<file path="config.mk">
export PLATFORM = sky130hd
export DESIGN_NAME = ckr_divider
export DESIGN_NICKNAME = d
export VERILOG_FILES = /design/src/rtl/ckr_divider.sv
export SDC_FILE = /design/constraint.sdc
export NUM_CORES = 1
export LEC_CHECK = 0
export BUFFER_PORTS_ARGS = -buffer_cell sky130_fd_sc_hd__clkbuf_2
export CAP_MARGIN = 20
export CELL_PAD_IN_SITES_DETAIL_PLACEMENT = 1
export CELL_PAD_IN_SITES_GLOBAL_PLACEMENT = 2
export CORE_ASPECT_RATIO = 0.9
export CORE_UTILIZATION = 39
export CTS_CLUSTER_DIAMETER = 30
export CTS_CLUSTER_SIZE = 8
export DETAILED_ROUTE_END_ITERATION = 16
export GPL_TIMING_DRIVEN = 0
export MAX_ROUTING_LAYER = met4
export PLACE_DENSITY = 0.86
export SLEW_MARGIN = 25
export SYNTH_ARGS = -nofsm -noshare
export SYNTH_HDL_FRONTEND = slang
export SYNTH_SLANG_ARGS = --single-unit
</file>
<file path="constraint.sdc">
create_clock -name clk -period 14.1 [get_ports clk]
set_clock_uncertainty 0.15 [all_clocks]
set_input_delay 2.82 -clock clk [delete_from_list [all_inputs] [get_ports clk]]
set_output_delay 2.82 -clock clk [all_outputs]
set_load 0.01 [all_outputs]
</file>
<file path="src/rtl/ckr_divider.sv">
// ----------------------------------------------------------------------------
// ckr_divider
// Restoring remainder unit, one quotient bit per cycle.
// ----------------------------------------------------------------------------
module ckr_divider (
  input  logic        clk,
  input  logic        rst,
  input  logic        start,
  input  logic [31:0] dividend,
  input  logic [31:0] divisor,
  output logic        done,
  output logic [31:0] remainder
);
  logic [31:0] rem;
  logic [31:0] dvd;
  logic [31:0] dvs;
  logic [5:0]  cnt;
  logic        busy;
  logic [32:0] trial;

  assign trial     = {rem, dvd[31]} - {1'b0, dvs};
  assign remainder = rem;

  always_ff @(posedge clk) begin
    if (rst) begin
      busy <= 1'b0;
      done <= 1'b0;
      cnt  <= '0;
    end else begin
      done <= 1'b0;
      if (start) begin
        busy <= 1'b1;
        cnt  <= 6'd32;
        rem  <= '0;
        dvd  <= dividend;
        dvs  <= divisor;
      end else if (busy) begin
        // shift one bit in, subtract when it fits
        if (!trial[32]) rem <= trial[31:0];
        else            rem <= {rem[30:0], dvd[31]};
        dvd <= {dvd[30:0], 1'b0};
        cnt <= cnt - 6'd1;
        if (cnt == 6'd1) begin
          busy <= 1'b0;
          done <= 1'b1;
        end
      end
    end
  end
endmodule

</file>
==> impl_metrics.tcl, run 1 <==
set metrics [dict create \
    outcome "complete, no violations" \
    synth_edf_count 96 \
    ff2ff_setup_slack_ns 10.26 \
    reg2reg_from "dvd[31]$_DFFE_PP_" \
    dp_hpwl_um 13000 \
    fin_setup_tns_ns 0 \
    rows 43 \
    postSynth.asyncResetShare 0 \
    max_freq_mhz 211 \
    dr.pass1.iters 4 \
    clock_sinks 104 \
    worst_pin_slew_ns 0.633 \
    layout_commonest_cell "clkbuf_2" \
    crit_required_ns 14.04 \
    grt_pass1_wl_um 28000 \
    initial_utilization 0.399 \
    min_to "cnt[0]$_SDFFE_PP0P_" \
    p_leak_nw 2.95 \
    postRouteAntennaNets 0 \
    via_per_inst 5.56 \
    routed_wl_um 17300 \
    io_pins 100 \
    core-area_um2 15400 \
    die_w_um 134 \
    syn_area_per_cell_um2 10.4 \
    setup_viol 0 \
    synth_nets 693 \
    drt_iter0_markers 323 \
    hp-start "cnt[0]$_SDFFE_PP0P_" \
    syn_to_final_growth_pct 19.5 \
    root_buffer "clkbuf_16" \
    cts_tree "done" \
    path_class "in2reg" \
    dp_cells 896 \
    synth_seq_cells 104 \
    num_antenna_cells 0 \
    port_buffers 99 \
    post-route-period-util 0.336 \
    num-fill-cells 1742 \
    layout.cells.non_filler 912 \
    hold_depth 2 \
    arrival_ns 4.68 \
    yosysWarnings 0 \
    clock_path_buffers 2 \
    drc 0 \
    maxCapViolations 0 \
    cts_resized 0 \
    r2r_cells 12 \
    gp_congestion 0.879 \
    grt_usage 0.232 \
    maxSlewHeadroom 0.578 \
    synth_seq_area_share 0.494 \
    fin_crit_ns 4.74 \
    yosysUniqueCellTypes 58 \
    layout-drive-gt1-share 0.241 \
    dieHeight_um 121 \
    grt_pass1_vias 5303 \
    cts_setup_buffers 0 \
    hold_viol_final 0 \
    multi_input_area_um2 2860 \
    peakVddDrop_mv 0.0700 \
    final_net_count 807 \
    insertion_delay_ns 0.37 \
    p_per_area_nw_per_um2 125 \
    synth_flop_cell "edfxtp_1" \
    critPathLaunchType "primary input" \
    cts_buffers 9 \
    cts_hold_buf 0 \
    final_max_slew_viol_count 0 \
    syn_inst 591 \
    cp_max_fo 19 \
    wire_per_inst_um 19.0 \
    grt_max_degree 24 \
    crit_path_end_kind "register" \
    hp-class "reg2reg" \
    grt_overflow 0 \
    cts.htree.levels 3 \
    timing.rr.end "remainder[26]$_SDFFCE_PP0P_" \
    syn_area_um2 6160 \
    rsz0062_at_grt "false" \
    die_area_um2 16300 \
    antenna_found_initial 0 \
    mostFrequentLayoutCells "clkbuf_2 (99), edfxtp_1 (96), a21oi_1 (66)" \
    path_clk_slew_ns 0.09 \
    vias 5069 \
    seq_area_um2 3040 \
]
## flip-flops by register name, summed over array words and instances (netlist names)
register   cells
busy           1
dvs           32
dvd           32
cnt            6
remainder     32
done           1
## synth_stat cells (2+ instances only)
cell type | instances | area share
mux2i_1 | 2 | 0.0033
xor2_1 | 7 | 0.010
o211ai_1 | 7 | 0.0085
o21a_1 | 8 | 0.0098
edfxtp_1 | 96 | 0.47
and2_1 | 2 | 0.0020
a311oi_1 | 4 | 0.0057
xnor2_1 | 15 | 0.021
a21oi_1 | 67 | 0.054
clkbuf_1 | 17 | 0.010
nand2_1 | 34 | 0.021
nor4_1 | 2 | 0.0020
a31oi_1 | 4 | 0.0041
or2_2 | 3 | 0.0030
dfxtp_1 | 8 | 0.026
buf_1 | 4 | 0.0024
mux2_2 | 31 | 0.057
o21ai_0 | 48 | 0.039
a211oi_2 | 2 | 0.0041
nand4_1 | 9 | 0.0091
nor2_1 | 33 | 0.020
o21ai_1 | 12 | 0.0098
ha_1 | 34 | 0.069
o2111ai_1 | 2 | 0.0028
a211oi_1 | 2 | 0.0024
and3_1 | 7 | 0.0071
nand3_1 | 26 | 0.021
nand2b_1 | 5 | 0.0051
inv_1 | 43 | 0.026
o41ai_1 | 3 | 0.0043
buf_2 | 3 | 0.0024
or3_1 | 2 | 0.0020
nor2b_1 | 4 | 0.0041
nor3_1 | 13 | 0.011
or4b_1 | 3 | 0.0049
a21o_1 | 7 | 0.0085
## report_power, final
part / switching (mW) / internal, mW
registers: 0.0149 / 0.369
logic: 0.160 / 0.107
clock network: 0.142 / 0.131
## cells by family (layout without fill, tap and decap cells)
logic type | after synthesis | in the layout | synth area share
buffers and inverters | 69 | 188 | 0.0445
adder cells (fa/ha/maj) | 35 | 35 | 0.0723
multiplexers | 33 | 33 | 0.0599
flip-flops | 104 | 104 | 0.494
XOR/XNOR | 22 | 22 | 0.0313
AO/OA/AOI/OAI | 177 | 177 | 0.173
AND/OR/NAND/NOR | 151 | 151 | 0.125
## critical path: stages
cell and delay [ns]:
clkbuf_2 0.11, buf_1 0.40, inv_1 0.33, a21oi_4 0.60, buf_16 0.23, buf_16 0.17
## through the flow
stage               setup WS [ns]  hold WS (ns)  cell area [µm²]  utilization  power [mW]
detailed placement           8.93         0.349             7040        0.456       0.656
global route                 9.17         0.394             7360        0.477       0.973
finish                       9.36         0.356             7360        0.477       0.924
floorplan                    6.96         0.311             6160            -       0.571
CTS                          9.33         0.360             7360        0.477       0.933
global placement             4.93         0.322             6910        0.447       0.643
## per-layer routing
metal | vias to the layer above | track usage | wire, µm
met1 | 2485 | 0.302 | 7970
li1 | 2429 | - | -
met4 | 0 | 0.0520 | 224
met2 | 134 | 0.371 | 8210
met3 | 21 | 0.0493 | 938
met5 | - | - | 0
## worst max path at each step
stage,startpoint,end,slack [ns]
floorplan,start,dvd[0]$_SDFFCE_PN0P_,6.96
global placement,start,remainder[13]$_SDFFCE_PP0P_,4.93
detailed placement,start,dvd[10]$_DFFE_PP_,8.93
CTS,start,dvd[9]$_DFFE_PP_,9.33
global route,start,dvd[11]$_DFFE_PP_,9.17
finish,start,dvd[9]$_DFFE_PP_,9.36
## area by class of cell
type,instances,area share
clock inverters,7,0.0138
well taps,202,0.0343
clock buffers,9,0.0306
inverters,43,0.0219
plain buffers,26,0.0153
flip-flops and latches,104,0.413
repair buffers,103,0.0823
multi-input cells,418,0.389
Note: power is estimated with default switching activity, not from simulation.
==> run 2, diff against run 1 <==
Settings changed: CORE_UTILIZATION 39 to 37, PLACE_DENSITY 0.86 to 0.82.
Clock period 14.1 ns to 4.9 ns, I/O delays scaled along.
==> impl_metrics.tcl, run 2 (synthesized netlist as in run 1, its figures left out) <==
set metrics [dict create \
    grt_usage 0.213 \
    grt_pass1_wl_um 27200 \
    wl_met1_um 8090 \
    wire_per_inst_um 18.4 \
    gp_congestion 0.902 \
    port_buffers 99 \
    routed_wl_um 16900 \
    clock_path_buffers 2 \
    maxSlewHeadroom 0.531 \
    met2_length_um 7780 \
    insertion_delay_ns 0.36 \
    cts_resized 0 \
    grt_pass1_vias 5270 \
    fin_crit_ns 3.72 \
    crit_required_ns 4.95 \
    hp-class "reg2reg" \
    outcome "complete, no violations" \
    p_leak_nw 2.95 \
    initial_utilization 0.380 \
    clock_sinks 104 \
    final_max_slew_viol_count 0 \
    worst_pin_slew_ns 0.703 \
    hold_slack_ns 0.361 \
    dr_wl_met3_um 786 \
    vias 5021 \
    antenna_found_initial 0 \
    crit_path_end_kind "register" \
    layout-drive-gt1-share 0.241 \
    io_pins 100 \
    dieHeight_um 124 \
    arrival_ns 3.77 \
    hold_viol_final 0 \
    syn_to_final_growth_pct 19.6 \
    dpl_cell_area_um2 7040 \
    cp_max_fo 10 \
    top_layer "met4" \
    dp_hpwl_um 13100 \
    final_cell_area_um2 7370 \
    cts_setup_buffers 0 \
    root_buffer "clkbuf_16" \
    cts_hold_buf 0 \
    post-route-period-util 0.758 \
    core-area_um2 16200 \
    p_per_area_nw_per_um2 358 \
    rows 44 \
    grt_max_degree 24 \
    via_per_inst 5.48 \
    drt_iter0_markers 259 \
    critPathLaunchType "register" \
    drc 0 \
    path_class "reg2reg" \
    postRouteAntennaNets 0 \
    setup_viol 0 \
    peakVddDrop_mv 0.223 \
    final_net_count 807 \
    die_w_um 138 \
    die_area_um2 17200 \
    cts_buffers 9 \
    rsz0062_at_grt "false" \
    max_freq_mhz 269 \
    grt_overflow 0 \
    layout_commonest_cell "clkbuf_2" \
    maxCapViolations 0 \
    mostFrequentLayoutCells "clkbuf_2 (99), edfxtp_1 (96), a21oi_1 (66)" \
    cts_tree "done" \
    dr.pass1.iters 5 \
    cts.htree.levels 3 \
    path_clk_slew_ns 0.09 \
    num_antenna_cells 0 \
]
[run 2: cell count changes in the layout (fill, tap and decap cells not counted)]
cell,delta
inv_12,-2
clkinv_8,+2
[run 2: cell type report]
class                           count  area, µm²
Buffer                             26        113
Timing Repair Buffer              103        606
Clock inverter                      7        101
Inverter                           43        161
Fill cell                        1875       8820
Tap cell                          207        259
Clock buffer                        9        225
Sequential cell                   104       3040
Multi-Input combinational cell    418       2860
[run 2: final timing paths]
check	start	end	slack [ns]	depth (start not counted)
max	dvd[31]$_DFFE_PP_	remainder[28]$_SDFFCE_PP0P_	1.18	12
min	cnt[0]$_SDFFE_PP0P_	cnt[0]$_SDFFE_PP0P_	0.36	2
max reg2reg	dvd[31]$_DFFE_PP_	remainder[28]$_SDFFCE_PP0P_	1.18	12
min reg2reg	cnt[0]$_SDFFE_PP0P_	cnt[0]$_SDFFE_PP0P_	0.36	2
[run 2: per-stage QoR]
step / utilization / TNS (ns) / instances / total power [mW] / setup slack, ns
2_1_floorplan: - / 0 / 591 / 1.64 / 1.05
3_3_place_gp: 0.427 / -11.97 / 897 / 1.85 / -0.191
3_5_place_dp: 0.435 / 0 / 901 / 1.89 / 1.18
4_1_cts: 0.455 / 0 / 917 / 2.66 / 1.14
5_1_grt: 0.455 / 0 / 917 / 2.77 / 0.977
6_report: 0.455 / 0 / 917 / 2.64 / 1.18
[run 2: critical path, cell delays in order, from the launching register on]
cell,delay [ns]
edfxtp_1,0.35
inv_1,0.05
ha_1,0.22
fa_1,0.38
nand2b_1,0.20
a21oi_1,0.33
o21ai_2,0.16
a211o_4,0.39
nand4b_4,0.11
a21o_1,0.28
clkbuf_1,0.50
nand4_1,0.21
a21oi_1,0.22
[run 2: power breakdown]
part	switching (mW)	leakage (nW)	internal, mW
sequential	0.0438	0.985	1.06
combinational	0.457	1.81	0.307
clock	0.396	0.156	0.373
total	0.897	2.95	1.74
[run 2: metal layers]
| metal | up-vias | global-route usage |
|---|---|---|
| met2 | 106 | 0.323 |
| met1 | 2473 | 0.287 |
| li1 | 2425 | - |
| met3 | 17 | 0.0456 |
| met4 | 0 | 0.0588 |
| met5 | - | - |
